`src/sv/tmmp_pkg.sv`:
```
`default_nettype none

package tmmp_pkg;

   // Parser phase codes.
   localparam logic [3:0] PH_HDR  = 4'd0;
   localparam logic [3:0] PH_TXT0 = 4'd1;
   localparam logic [3:0] PH_TXT1 = 4'd2;
   localparam logic [3:0] PH_TXT2 = 4'd3;
   localparam logic [3:0] PH_TXT3 = 4'd4;
   localparam logic [3:0] PH_MAP  = 4'd5;
   localparam logic [3:0] PH_KEY  = 4'd6;
   localparam logic [3:0] PH_TYPE = 4'd7;
   localparam logic [3:0] PH_HI   = 4'd8;
   localparam logic [3:0] PH_LO   = 4'd9;
   localparam logic [3:0] PH_I8   = 4'd10;
   localparam logic [3:0] PH_DONE = 4'd11;

   // Message framing constants.
   localparam logic [7:0] HDR_MARKER    = 8'hA4;
   localparam logic [7:0] MAP_TAG_MASK  = 8'hF0;
   localparam logic [7:0] MAP_TAG       = 8'h80;
   localparam logic [7:0] TYPE_INT16    = 8'hD1;
   localparam logic [7:0] TYPE_INT8     = 8'hD0;

   // Status codes reported with a finished message.
   localparam logic [2:0] ERR_NONE      = 3'd0;
   localparam logic [2:0] ERR_TRUNCATED = 3'd1;
   localparam logic [2:0] ERR_MARKER    = 3'd2;
   localparam logic [2:0] ERR_TEXT      = 3'd3;
   localparam logic [2:0] ERR_MAP       = 3'd4;
   localparam logic [2:0] ERR_FULL      = 3'd5;

   // Register map.
   localparam int CSR_ADDR_W = 3;
   localparam logic [3:0] PAIR_LIMIT_RESET = 4'd10;

   // One accepted byte held in the input register.
   typedef struct packed {
      logic       valid;
      logic [7:0] data;
      logic       last;
   } tmmp_byte_type;

   // Expected text byte for each of the four text phases.
   function automatic logic [7:0] hdr_char(input logic [1:0] idx);
      logic [7:0] ch;
      unique case (idx)
         2'd0: ch = 8'h51;
         2'd1: ch = 8'h4D;
         2'd2: ch = 8'h56;
         2'd3: ch = 8'h31;
         default: ch = 8'h00;
      endcase
      return ch;
   endfunction

endpackage

`default_nettype wire

```
`src/sv/tmmp_req_if.sv`:
```
`default_nettype none

interface tmmp_req_if;
   logic       valid;
   logic       ready;
   logic [7:0] data_byte;
   logic       last_byte;

   modport source (output valid, output data_byte, output last_byte, input ready);
   modport sink   (input valid, input data_byte, input last_byte, output ready);
endinterface

`default_nettype wire

```
`src/sv/tmmp_rsp_if.sv`:
```
`default_nettype none

interface tmmp_rsp_if;
   logic               valid;
   logic               ready;
   logic               pair_valid;
   logic [7:0]         pair_key;
   logic signed [15:0] pair_value;
   logic               done_res;
   logic               status_ok;
   logic [2:0]         error_code;

   modport source (output valid, output pair_valid, output pair_key, output pair_value,
                   output done_res, output status_ok, output error_code, input ready);
   modport sink   (input valid, input pair_valid, input pair_key, input pair_value,
                   input done_res, input status_ok, input error_code, output ready);
endinterface

`default_nettype wire

```
`src/sv/tmmp_csr.sv`:
```
`default_nettype none

module tmmp_csr (
   input  wire logic                            clock,
   input  wire logic                            reset,
   input  wire logic                            csr_psel,
   input  wire logic                            csr_penable,
   input  wire logic                            csr_pwrite,
   input  wire logic [tmmp_pkg::CSR_ADDR_W-1:0] csr_paddr,
   input  wire logic [31:0]                     csr_pwdata,
   output logic [31:0]                          csr_prdata,
   output logic                                 csr_pready,
   output logic [3:0]                           pair_limit
);
   import tmmp_pkg::*;

   logic [3:0] limit_ff;
   logic [3:0] limit_in;
   logic       hit;

   // Only the first word holds a register.
   assign hit        = (csr_paddr[CSR_ADDR_W-1] == 1'b0);
   assign csr_pready = 1'b1;

   // Write on the access phase of a transfer.
   always_comb begin
      limit_in = limit_ff;
      if (csr_psel && csr_penable && csr_pwrite && hit) begin
         limit_in = csr_pwdata[3:0];
      end
   end

   always_ff @(posedge clock) begin
      if (reset) begin
         limit_ff <= PAIR_LIMIT_RESET;
      end else begin
         limit_ff <= limit_in;
      end
   end

   // Read data.
   assign csr_prdata = hit ? {28'd0, limit_ff} : 32'd0;
   assign pair_limit = limit_ff;

endmodule

`default_nettype wire

```
`src/sv/tmmp_in_stage.sv`:
```
`default_nettype none

module tmmp_in_stage (
   input  wire logic               clock,
   input  wire logic               reset,
   tmmp_req_if.sink                req,
   input  wire logic               advance,
   output tmmp_pkg::tmmp_byte_type held
);
   import tmmp_pkg::*;

   logic       valid_ff;
   logic       valid_in;
   logic [7:0] data_ff;
   logic       last_ff;
   logic       take;

   // The register frees up in the same cycle its byte moves on.
   assign req.ready = !valid_ff || advance;
   assign take      = req.valid && req.ready;

   always_comb begin
      if (take) begin
         valid_in = 1'b1;
      end else if (advance) begin
         valid_in = 1'b0;
      end else begin
         valid_in = valid_ff;
      end
   end

   always_ff @(posedge clock) begin
      if (reset) begin
         valid_ff <= 1'b0;
      end else begin
         valid_ff <= valid_in;
      end
   end

   // Payload is loaded on each transfer.
   always_ff @(posedge clock) begin
      if (take) begin
         data_ff <= req.data_byte;
         last_ff <= req.last_byte;
      end
   end

   assign held.valid = valid_ff;
   assign held.data  = data_ff;
   assign held.last  = last_ff;

endmodule

`default_nettype wire

```
`src/sv/tmmp_parser.sv`:
```
`default_nettype none

module tmmp_parser (
   input  wire logic                    clock,
   input  wire logic                    reset,
   input  wire tmmp_pkg::tmmp_byte_type held,
   input  wire logic [3:0]              pair_limit,
   tmmp_rsp_if.source                   rsp,
   output logic                         advance
);
   import tmmp_pkg::*;

   // Message state.
   logic [3:0] phase_ff, phase_in;
   logic [3:0] expected_ff, expected_in;
   logic [3:0] seen_ff, seen_in;
   logic [7:0] key_ff, key_in;
   logic [7:0] high_ff, high_in;

   // Result register.
   logic        out_vld_ff, out_vld_in;
   logic        pair_ff;
   logic [7:0]  okey_ff;
   logic [15:0] oval_ff;
   logic        done_ff;
   logic        ok_ff;
   logic [2:0]  err_ff;

   // Result of the current byte.
   logic        r_pair;
   logic [7:0]  r_key;
   logic [15:0] r_val;
   logic        r_done;
   logic        r_ok;
   logic [2:0]  r_err;
   logic        has_result;

   logic [7:0]  b;
   logic        cp;
   logic [15:0] cp_val;
   logic [3:0]  seen_inc;

   assign b        = held.data;
   assign seen_inc = seen_ff + 4'd1;

   // The byte moves on whenever the result register is free or being drained.
   assign advance = held.valid && (!out_vld_ff || rsp.ready);

   // Next message state and result for the held byte.
   always_comb begin
      phase_in    = phase_ff;
      expected_in = expected_ff;
      seen_in     = seen_ff;
      key_in      = key_ff;
      high_in     = high_ff;
      r_pair      = 1'b0;
      r_key       = 8'd0;
      r_val       = 16'd0;
      r_done      = 1'b0;
      r_ok        = 1'b0;
      r_err       = ERR_NONE;
      cp          = 1'b0;
      cp_val      = 16'd0;

      unique case (phase_ff)
         PH_HDR: begin
            if (b == HDR_MARKER) begin
               phase_in = PH_TXT0;
            end else begin
               r_done   = 1'b1;
               r_err    = ERR_MARKER;
               phase_in = PH_DONE;
            end
         end
         PH_TXT0, PH_TXT1, PH_TXT2, PH_TXT3: begin
            if (b == hdr_char(2'(phase_ff - PH_TXT0))) begin
               phase_in = phase_ff + 4'd1;
            end else begin
               r_done   = 1'b1;
               r_err    = ERR_TEXT;
               phase_in = PH_DONE;
            end
         end
         PH_MAP: begin
            if ((b & MAP_TAG_MASK) == MAP_TAG) begin
               expected_in = b[3:0];
               seen_in     = 4'd0;
               if (b[3:0] == 4'd0) begin
                  r_done   = 1'b1;
                  r_ok     = 1'b1;
                  phase_in = PH_DONE;
               end else begin
                  phase_in = PH_KEY;
               end
            end else begin
               r_done   = 1'b1;
               r_err    = ERR_MAP;
               phase_in = PH_DONE;
            end
         end
         PH_KEY: begin
            key_in   = b;
            phase_in = PH_TYPE;
         end
         PH_TYPE: begin
            if (b == TYPE_INT16) begin
               phase_in = PH_HI;
            end else if (b == TYPE_INT8) begin
               phase_in = PH_I8;
            end else begin
               cp     = 1'b1;
               cp_val = {{8{b[7]}}, b};
            end
         end
         PH_HI: begin
            high_in  = b;
            phase_in = PH_LO;
         end
         PH_LO: begin
            cp     = 1'b1;
            cp_val = {high_ff, b};
         end
         PH_I8: begin
            cp     = 1'b1;
            cp_val = {{8{b[7]}}, b};
         end
         default: begin
            // Finished or unused phase: the byte is dropped.
         end
      endcase

      // A completed pair is either reported or, with the table full, ends the message.
      if (cp) begin
         if (seen_ff >= pair_limit) begin
            r_done   = 1'b1;
            r_err    = ERR_FULL;
            phase_in = PH_DONE;
         end else begin
            r_pair  = 1'b1;
            r_key   = key_ff;
            r_val   = cp_val;
            seen_in = seen_inc;
            if (seen_inc == expected_ff) begin
               r_done   = 1'b1;
               r_ok     = 1'b1;
               phase_in = PH_DONE;
            end else begin
               phase_in = PH_KEY;
            end
         end
      end

      // The last byte reports an unfinished message and rearms the parser.
      if (held.last) begin
         if (!r_done && phase_in != PH_DONE && phase_in <= PH_I8) begin
            r_done = 1'b1;
            r_ok   = 1'b0;
            r_err  = ERR_TRUNCATED;
         end
         phase_in    = PH_HDR;
         expected_in = 4'd0;
         seen_in     = 4'd0;
         key_in      = 8'd0;
         high_in     = 8'd0;
      end
   end

   assign has_result = r_pair || r_done;

   // Message state advances with each byte.
   always_ff @(posedge clock) begin
      if (reset) begin
         phase_ff    <= PH_HDR;
         expected_ff <= 4'd0;
         seen_ff     <= 4'd0;
         key_ff      <= 8'd0;
         high_ff     <= 8'd0;
      end else if (advance) begin
         phase_ff    <= phase_in;
         expected_ff <= expected_in;
         seen_ff     <= seen_in;
         key_ff      <= key_in;
         high_ff     <= high_in;
      end
   end

   // Result register valid flag.
   always_comb begin
      if (advance) begin
         out_vld_in = has_result;
      end else begin
         out_vld_in = out_vld_ff && !rsp.ready;
      end
   end

   always_ff @(posedge clock) begin
      if (reset) begin
         out_vld_ff <= 1'b0;
      end else begin
         out_vld_ff <= out_vld_in;
      end
   end

   // Result payload is loaded only when a new result is produced.
   always_ff @(posedge clock) begin
      if (advance && has_result) begin
         pair_ff <= r_pair;
         okey_ff <= r_key;
         oval_ff <= r_val;
         done_ff <= r_done;
         ok_ff   <= r_ok;
         err_ff  <= r_err;
      end
   end

   assign rsp.valid      = out_vld_ff;
   assign rsp.pair_valid = pair_ff;
   assign rsp.pair_key   = okey_ff;
   assign rsp.pair_value = $signed(oval_ff);
   assign rsp.done_res   = done_ff;
   assign rsp.status_ok  = ok_ff;
   assign rsp.error_code = err_ff;

endmodule

`default_nettype wire

```
`src/sv/tagged_map_message_parser.sv`:
```
// Byte-serial parser for a small tagged map message. Bytes arrive on the req_chan
// channel, one transfer per cycle at full rate; each byte sits in an input register,
// is decoded combinationally against the message state, and any result it causes
// (a decoded pair, a finish status, or both) is loaded into the output register as
// its byte leaves the input register, and from there it transfers on rsp_chan.
// The per-byte state update is the one loop that sets the rate of one byte per cycle;
// a stalled result register holds both stages. The pair limit register sits at byte
// address 0 of the csr port and resets to 10.
`default_nettype none

module tagged_map_message_parser (
   input  wire logic                            clock,
   input  wire logic                            reset,
   tmmp_req_if.sink                             req_chan,
   tmmp_rsp_if.source                           rsp_chan,
   input  wire logic                            csr_psel,
   input  wire logic                            csr_penable,
   input  wire logic                            csr_pwrite,
   input  wire logic [tmmp_pkg::CSR_ADDR_W-1:0] csr_paddr,
   input  wire logic [31:0]                     csr_pwdata,
   output logic [31:0]                          csr_prdata,
   output logic                                 csr_pready
);
   import tmmp_pkg::*;

   tmmp_byte_type held;
   logic          advance;
   logic [3:0]    pair_limit;

   // Configuration register.
   tmmp_csr u_csr (
      .clock       (clock),
      .reset       (reset),
      .csr_psel    (csr_psel),
      .csr_penable (csr_penable),
      .csr_pwrite  (csr_pwrite),
      .csr_paddr   (csr_paddr),
      .csr_pwdata  (csr_pwdata),
      .csr_prdata  (csr_prdata),
      .csr_pready  (csr_pready),
      .pair_limit  (pair_limit)
   );

   // Input register.
   tmmp_in_stage u_in (
      .clock   (clock),
      .reset   (reset),
      .req     (req_chan),
      .advance (advance),
      .held    (held)
   );

   // Decode, message state and result register.
   tmmp_parser u_parse (
      .clock      (clock),
      .reset      (reset),
      .held       (held),
      .pair_limit (pair_limit),
      .rsp        (rsp_chan),
      .advance    (advance)
   );

endmodule

`default_nettype wire

```
`src/flat_wrapper.sv`:
```
// flat-port wrapper written by rule: the top's interface ports become plain ports
module tagged_map_message_parser_flat import tmmp_pkg::*;
  (clock, reset, csr_psel, csr_penable, csr_pwrite, csr_paddr, csr_pwdata, csr_prdata, csr_pready, req_chan_valid, req_chan_data_byte, req_chan_last_byte, req_chan_ready, rsp_chan_valid, rsp_chan_pair_valid, rsp_chan_pair_key, rsp_chan_pair_value, rsp_chan_done_res, rsp_chan_status_ok, rsp_chan_error_code, rsp_chan_ready);
  tmmp_req_if req_chan_i ();
  tmmp_rsp_if rsp_chan_i ();
  input  wire logic clock;
  input  wire logic reset;
  input  wire logic csr_psel;
  input  wire logic csr_penable;
  input  wire logic csr_pwrite;
  input  wire logic [tmmp_pkg::CSR_ADDR_W-1:0] csr_paddr;
  input  wire logic [31:0] csr_pwdata;
  output logic [31:0] csr_prdata;
  output logic csr_pready;
  input wire logic [$bits(req_chan_i.valid)-1:0] req_chan_valid;
  input wire logic [$bits(req_chan_i.data_byte)-1:0] req_chan_data_byte;
  input wire logic [$bits(req_chan_i.last_byte)-1:0] req_chan_last_byte;
  output wire logic [$bits(req_chan_i.ready)-1:0] req_chan_ready;
  output wire logic [$bits(rsp_chan_i.valid)-1:0] rsp_chan_valid;
  output wire logic [$bits(rsp_chan_i.pair_valid)-1:0] rsp_chan_pair_valid;
  output wire logic [$bits(rsp_chan_i.pair_key)-1:0] rsp_chan_pair_key;
  output wire logic [$bits(rsp_chan_i.pair_value)-1:0] rsp_chan_pair_value;
  output wire logic [$bits(rsp_chan_i.done_res)-1:0] rsp_chan_done_res;
  output wire logic [$bits(rsp_chan_i.status_ok)-1:0] rsp_chan_status_ok;
  output wire logic [$bits(rsp_chan_i.error_code)-1:0] rsp_chan_error_code;
  input wire logic [$bits(rsp_chan_i.ready)-1:0] rsp_chan_ready;
  assign req_chan_i.valid = req_chan_valid;
  assign req_chan_i.data_byte = req_chan_data_byte;
  assign req_chan_i.last_byte = req_chan_last_byte;
  assign req_chan_ready = req_chan_i.ready;
  assign rsp_chan_valid = rsp_chan_i.valid;
  assign rsp_chan_pair_valid = rsp_chan_i.pair_valid;
  assign rsp_chan_pair_key = rsp_chan_i.pair_key;
  assign rsp_chan_pair_value = rsp_chan_i.pair_value;
  assign rsp_chan_done_res = rsp_chan_i.done_res;
  assign rsp_chan_status_ok = rsp_chan_i.status_ok;
  assign rsp_chan_error_code = rsp_chan_i.error_code;
  assign rsp_chan_i.ready = rsp_chan_ready;
  tagged_map_message_parser u_core (.clock(clock), .reset(reset), .req_chan(req_chan_i), .rsp_chan(rsp_chan_i), .csr_psel(csr_psel), .csr_penable(csr_penable), .csr_pwrite(csr_pwrite), .csr_paddr(csr_paddr), .csr_pwdata(csr_pwdata), .csr_prdata(csr_prdata), .csr_pready(csr_pready));
endmodule
```
`config.mk`:
```
export PLATFORM = sky130hd
export DESIGN_NAME = tagged_map_message_parser_flat
export DESIGN_NICKNAME = d
export VERILOG_FILES = /design/src/sv/tmmp_pkg.sv /design/src/sv/tmmp_req_if.sv /design/src/sv/tmmp_rsp_if.sv /design/src/sv/tmmp_csr.sv /design/src/sv/tmmp_in_stage.sv /design/src/sv/tmmp_parser.sv /design/src/sv/tagged_map_message_parser.sv /design/src/flat_wrapper.sv
export SDC_FILE = /design/constraint.sdc
export NUM_CORES = 1
export LEC_CHECK = 0
export ABC_CLOCK_PERIOD_IN_PS = 3500
export BUFFER_PORTS_ARGS = -buffer_cell sky130_fd_sc_hd__buf_4
export CORE_UTILIZATION = 40
export DETAILED_ROUTE_END_ITERATION = 10
export PLACE_DENSITY = 0.76
export SLEW_MARGIN = 20
export SYNTH_ARGS = -nofsm -noshare
export SYNTH_HDL_FRONTEND = slang
export SYNTH_SLANG_ARGS = --single-unit
```
`constraint.sdc`:
```
create_clock -name clock -period 3.5 [get_ports clock]
set_input_delay 0.525 -clock clock [delete_from_list [all_inputs] [get_ports clock]]
set_output_delay 0.525 -clock clock [all_outputs]
set_load 0.03 [all_outputs]
```
==> results of run 1 <==
cell families after synthesis:
kind of cell,after synthesis,synth area share (%)
AOI/OAI and AO/OA,60,11.5
xor gates and xnor gates,7,2.33
adders and majority gates,10,3.23
buffers and inverters,60,8.93
DFF,73,47.9
muxes,24,6.21
other,2,0.194
and+or+nand+nor,143,19.8
worst max-delay path, cell delays in order, from the launching register on:
cell,delay [ns]
dfxtp_1,0.46
inv_1,0.16
ha_1,0.30
or3_1,0.49
a31oi_1,0.21
o2111ai_1,0.13
o22ai_1,0.32
o221ai_2,0.19
a21oi_2,0.23
buf_12,0.22
Yosys cell counts (2+ instances only):
cell and count:
xnor2_1 2, nor3b_2 2, nor4_1 3, nand3_1 7, xor2_1 3, a22oi_1 3
a211o_1 2, nor2b_1 10, nor2_1 45, inv_1 14, ha_1 10, o22ai_1 2
nor3_1 4, buf_4 30, edfxtp_1 39, buf_2 6, a211oi_2 3, a21o_1 5
conb_1 2, nand2_1 24, nand2b_1 5, and3_1 3, a21oi_2 3, or3b_1 3
a31oi_1 3, o21ai_0 6, nand3b_1 5, dfxtp_1 34, nand4_1 2, or4_1 2
a21oi_1 16, o21a_1 2, and2_1 19, mux2i_1 24, clkbuf_1 8, or2_2 2
stage by stage:
stage / power [mW] / instance area, sq um
floorplan: 1.21 / 3970
global placement: 1.28 / 4310
detailed placement: 1.28 / 4310
CTS: 1.90 / 4500
global route: 1.97 / 4500
finish: 1.89 / 4500
routing by layer:
metal | track usage, % | share of wire [%] | up-vias
met5 | 0 | 0 | -
met4 | 6.80 | 2.2 | 0
met3 | 4.18 | 4.1 | 15
met2 | 28.1 | 49 | 98
met1 | 20.3 | 45 | 1313
li1 | - | - | 1383
layout make-up:
cell class	instances	area [sq um]	share of cell area [%]
clock buffers	9	124	2.76
inverters	15	56.3	1.25
flip-flops and latches	73	1850	41.2
repair buffers	60	463	10.3
multi-input cells	273	1780	39.5
well taps	129	161	3.59
clock inverters	7	62.6	1.39
where the power goes:
group	total (mW)	switching, mW	internal [mW]
Combinational	0.292	0.190	0.101
Sequential	0.968	0.0281	0.939
Clock	0.627	0.355	0.271
flip-flops by register name, indices dropped and copies added (netlist names), 4 cells and up:
register	count
u_core.u_parse.key_ff	8
u_core.u_in.data_ff	8
u_core.u_parse.seen_ff	4
u_core.u_csr.pair_limit	4
u_core.u_parse.rsp.pair_key	8
u_core.u_parse.phase_ff	4
u_core.u_parse.expected_ff	4
u_core.u_parse.rsp.pair_value	16
u_core.u_parse.high_ff	8
worst max-delay path by stage:
| stage | to | slack [ns] | depth (start not counted) |
|---|---|---|---|
| finish | u_core.u_parse.rsp.pair_value[0] | 0.48 | 9 |
| global placement | u_core.u_parse.rsp.pair_value[0] | 0.50 | 9 |
| global route | u_core.u_parse.rsp.pair_key[7] | 0.21 | 9 |
| detailed placement | u_core.u_parse.rsp.pair_value[3] | 0.52 | 9 |
| floorplan | u_core.u_parse.rsp.done_res | 0.26 | 9 |
| CTS | u_core.u_parse.rsp.pair_value[3] | 0.49 | 9 |
==> metrics.txt, run 1 <==
critical path type=reg2reg; Avg Synthesized Cell Area=10.2 sq um; worst-margin pin slew=0.565 ns; clock-pin slew on the worst setup and hold paths=0.08 ns; Ant. Diodes=0; max-slew violation count=0; status=completed; post-synthesis sequential area ratio=47.9%; hold path start=req_chan_last_byte; Hold Violations, Final=0; Die H=100 um; Num CTS Buffers=9; num rows=35; drc violations=0; post-layout util=48.4%; Final setup violation count=0; setup ws final=0.481 ns; hold crit path type=in2reg; Die X=100 um; Total Wirelength=7880 um; critical path capture point type=flip-flop; Tmin final=3.02 ns; Critical Path AT=3.07 ns; Iteration-0 DRC Markers=194; cell taking the most area after synthesis=edfxtp_1; core area=0.00928 sq mm; R2R setup slack=0.48 ns; routed via count=2,809; max cap viols=0; post_cts resized=0; WHS Endpoint=u_core.u_in.last_ff; root buf cell=clkbuf_8; worst hold slack=0.343 ns; Layout area overhead=16.2%; Clock Skews=0.00664 ns; share of the synthesized area in the top cell type=30.3%; first-pass GRT wire length=12,900 um; fillers=856; Tot GR Track Use=16.7%; FF-to-FF End=u_core.u_parse.rsp.pair_value[0]; final non-filler cell total=566; post-synthesis cell type count=62; hold_buf cts=0; number of global-route vias before repair=2,618; Max VDD drop=0.000168 V; ANT nets after route=0; Critical R2R Launch=u_core.u_parse.phase_ff[0]; # clock sinks=73; Worst R2R Path Depth=9; initial core utilization=41.7%; initial antenna violation count=0; post-route clock period utilization=86.3%; worst rel slew slack=62.4%; maximum clock frequency=331 MHz; Startpoint Class=flip-flop; most common cell after layout, fill and taps aside=buf_4; post-synthesis register bit count=73; drt pass-1 iters=4; GRT overflow=0; synth warn=0; synthesized cell area=0.00387 sq mm; Worst EP required=3.55 ns; Synth area leaders=edfxtp_1 30%, dfxtp_1 18%, mux2i_1 6.2%, buf_4 5.8%, nor2_1 4.4%; setup_tns=0 ns; Final HPWL DP=5660 um; DR WL/cell=13.9 um; Worst Path Max Fanout=30; layout cells sized above 1=22.2%; final net count=493; leak pwr=1.87 nW; launch point of the worst path=u_core.u_parse.phase_ff[0]; GPL Wtd Cong=0.896; CTS HTree Levels=3; RSZ-0062 raised after global routing=false; Cell Pwr Density=420 mW/mm^2; Worst-Skew Late Latency=0.35 ns; Vias/cell=4.96; CTS tree=built; Max clock buf depth=2; post-CTS setup buffers=0; ys flop type=edfxtp_1; Min-Delay Path Depth=1; IO Port Bufs=56; full die area=0.0101 sq mm; Post-Synthesis Cells=379; number of flops mapped to enable cells by yosys=39; Synth async-reset ratio=0%; largest net degree at the start of global routing=35; worst slack at placement=0.523 ns; Ports=116; most frequent cells in the layout=59 x buf_4, 45 x nor2_1, 39 x edfxtp_1; placed cells=550
Power figures use the tool's default switching activity.
==> run 2: changes to the inputs <==
- ABC_AREA: not set -> 0
- CORE_MARGIN: not set -> 4
==> run 2 against run 1 <==
Global-route usage fell by 1.7 points; clock-buffer cell count unchanged; die area increased by 12%; critical path depth is the same; hold slack got worse by 0.0041 ns; final cell count did not move; non-clock buffer count is the same; largest power group unchanged; sequential power about the same; routed wire length up 3.5%; core utilization down 0.25 points; clock skew increased by 0.0013 ns; register-to-register slack hardly changed.
==> metrics.txt, run 2 (synthesized netlist as in run 1, its figures left out) <==
layout cells sized above 1=22.2% (unchanged); Clock Skews=0.00791 ns (+0.00127 ns); Worst-Skew Late Latency=0.36 ns (about the same); full die area=0.0113 sq mm (+12%); RSZ-0062 raised after global routing=false; GPL Wtd Cong=0.864 (-3.6%); Layout area overhead=16.1% (about the same); ANT nets after route=0 (unchanged); Final setup violation count=0 (unchanged); clock-pin slew on the worst setup and hold paths=0.09 ns (about the same); initial core utilization=41.5% (-0.20 points); Max clock buf depth=2 (unchanged); Die H=106 um (+6.0%); max FFs per register=16 (unchanged); routed via count=2,805 (-0.14%); setup ws final=0.480 ns (-0.000506 ns); worst rel slew slack=61.0% (-1.4 points); Worst Path Max Fanout=30 (unchanged); setup_tns=0 ns (unchanged); first-pass GRT wire length=13,300 um (+3.1%); most frequent cells in the layout=59 x buf_4, 45 x nor2_1, 39 x edfxtp_1; post-CTS setup buffers=0 (unchanged); Design Power=1.89 mW (about the same); critical path capture point type=flip-flop; critical path, cell by cell=inv_1, ha_1, or3_1, a31oi_1, o2111ai_1, o22ai_1, o221ai_2, a21oi_2, buf_12; Num CTS Buffers=9 (unchanged); DR WL/cell=14.4 um (+3.5%); max-slew violation count=0 (unchanged); CP top delay family=compound AO/OA/AOI/OAI gates; Cell Pwr Density=420 mW/mm^2 (about the same); drc violations=0 (unchanged); Total Wirelength=8150 um (+3.5%); Critical Path AT=3.08 ns (about the same); Crit path largest cell delay=0.49 ns (about the same); final net count=493 (unchanged); drt pass-1 iters=4 (unchanged); Worst EP required=3.56 ns (about the same); # clock sinks=73 (unchanged); DR WL met3=468 um (+47%); Startpoint Class=flip-flop; maximum clock frequency=331 MHz (about the same); post-route clock period utilization=86.3% (about the same); worst slack at placement=0.547 ns (+0.0236 ns); Bufs and invs on worst path=2 (unchanged); CTS HTree Levels=3 (unchanged); post_cts resized=0 (unchanged); leak pwr=1.87 nW (about the same); Iteration-0 DRC Markers=169 (-13%); status=completed; Max VDD drop=0.000176 V (+4.8%); Die X=106 um (+6.0%); max cap viols=0 (unchanged); Critical-path top delay cell=or3_1; Tot GR Track Use=14.9% (-1.7 points); number of global-route vias before repair=2,700 (+3.1%); hold_buf cts=0 (unchanged); critical path type=reg2reg; fillers=857 (+0.12%); Hold Violations, Final=0 (unchanged); CTS tree=built; Final HPWL DP=5990 um (+5.7%); initial antenna violation count=0 (unchanged); Ant. Diodes=0 (unchanged); core area=0.00933 sq mm (+0.47%); Vias/cell=4.96 (-0.14%); M1 wire length=3590 um (+1.4%); largest net degree at the start of global routing=35 (unchanged); IO Port Bufs=56 (unchanged); worst-margin pin slew=0.585 ns (+0.0208 ns); root buf cell=clkbuf_8; GRT overflow=0 (unchanged); most common cell after layout, fill and taps aside=buf_4; Tmin final=3.02 ns (+0.000506 ns); Highest Signal Layer=met4; Ports=116 (unchanged); num rows=35 (unchanged); met2 wire length=3950 um (+2.8%); hold crit path type=in2reg
run 2: worst paths after layout:
check | startpoint | to | slack [ns] | depth (start not counted)
worst max-delay path | u_core.u_parse.phase_ff[0] | u_core.u_parse.rsp.pair_value[0] | 0.48 | 9
worst min-delay path | req_chan_data_byte[0] | u_core.u_in.data_ff[0] | 0.34 | 1
worst max register to register | u_core.u_parse.phase_ff[0] | u_core.u_parse.rsp.pair_value[0] | 0.48 | 9
worst min register to register | u_core.u_csr.pair_limit[1] | u_core.u_csr.pair_limit[1] | 0.47 | 1
run 2: cell type report:
cell class                      count  area (sq um)  area share [%]
Tap cell                          129           161            3.59
Sequential cell                    73          1850            41.2
Clock inverter                      7          60.1            1.34
Multi-Input combinational cell    273          1780            39.5
Inverter                           15          56.3            1.25
Timing Repair Buffer               60           463            10.3
Clock buffer                        9           124            2.76
run 2: per-stage QoR:
stage          utilization, %  hold WS (ns)  cells  instance area, sq um
3_3_place_gp             46.2         0.446    550                  4310
2_1_floorplan               -         0.435    406                  3970
4_1_cts                  48.2         0.327    566                  4490
5_1_grt                  48.2         0.322    566                  4490
3_5_place_dp             46.2         0.451    550                  4310
6_report                 48.2         0.339    566                  4490
run 2: power by group:
part / switching, mW / internal, mW / total, mW / leakage, nW
Clock: 0.356 / 0.269 / 0.626 / 0.0848
Sequential: 0.0273 / 0.939 / 0.967 / 0.633
Combinational: 0.192 / 0.101 / 0.294 / 1.15
run 2: per-layer routing:
| layer | vias to the layer above | global-route usage, % |
|---|---|---|
| met5 | - | 0 |
| li1 | 1384 | - |
| met3 | 14 | 3.58 |
| met2 | 80 | 24.9 |
| met1 | 1327 | 18.9 |
| met4 | 0 | 5.27 |
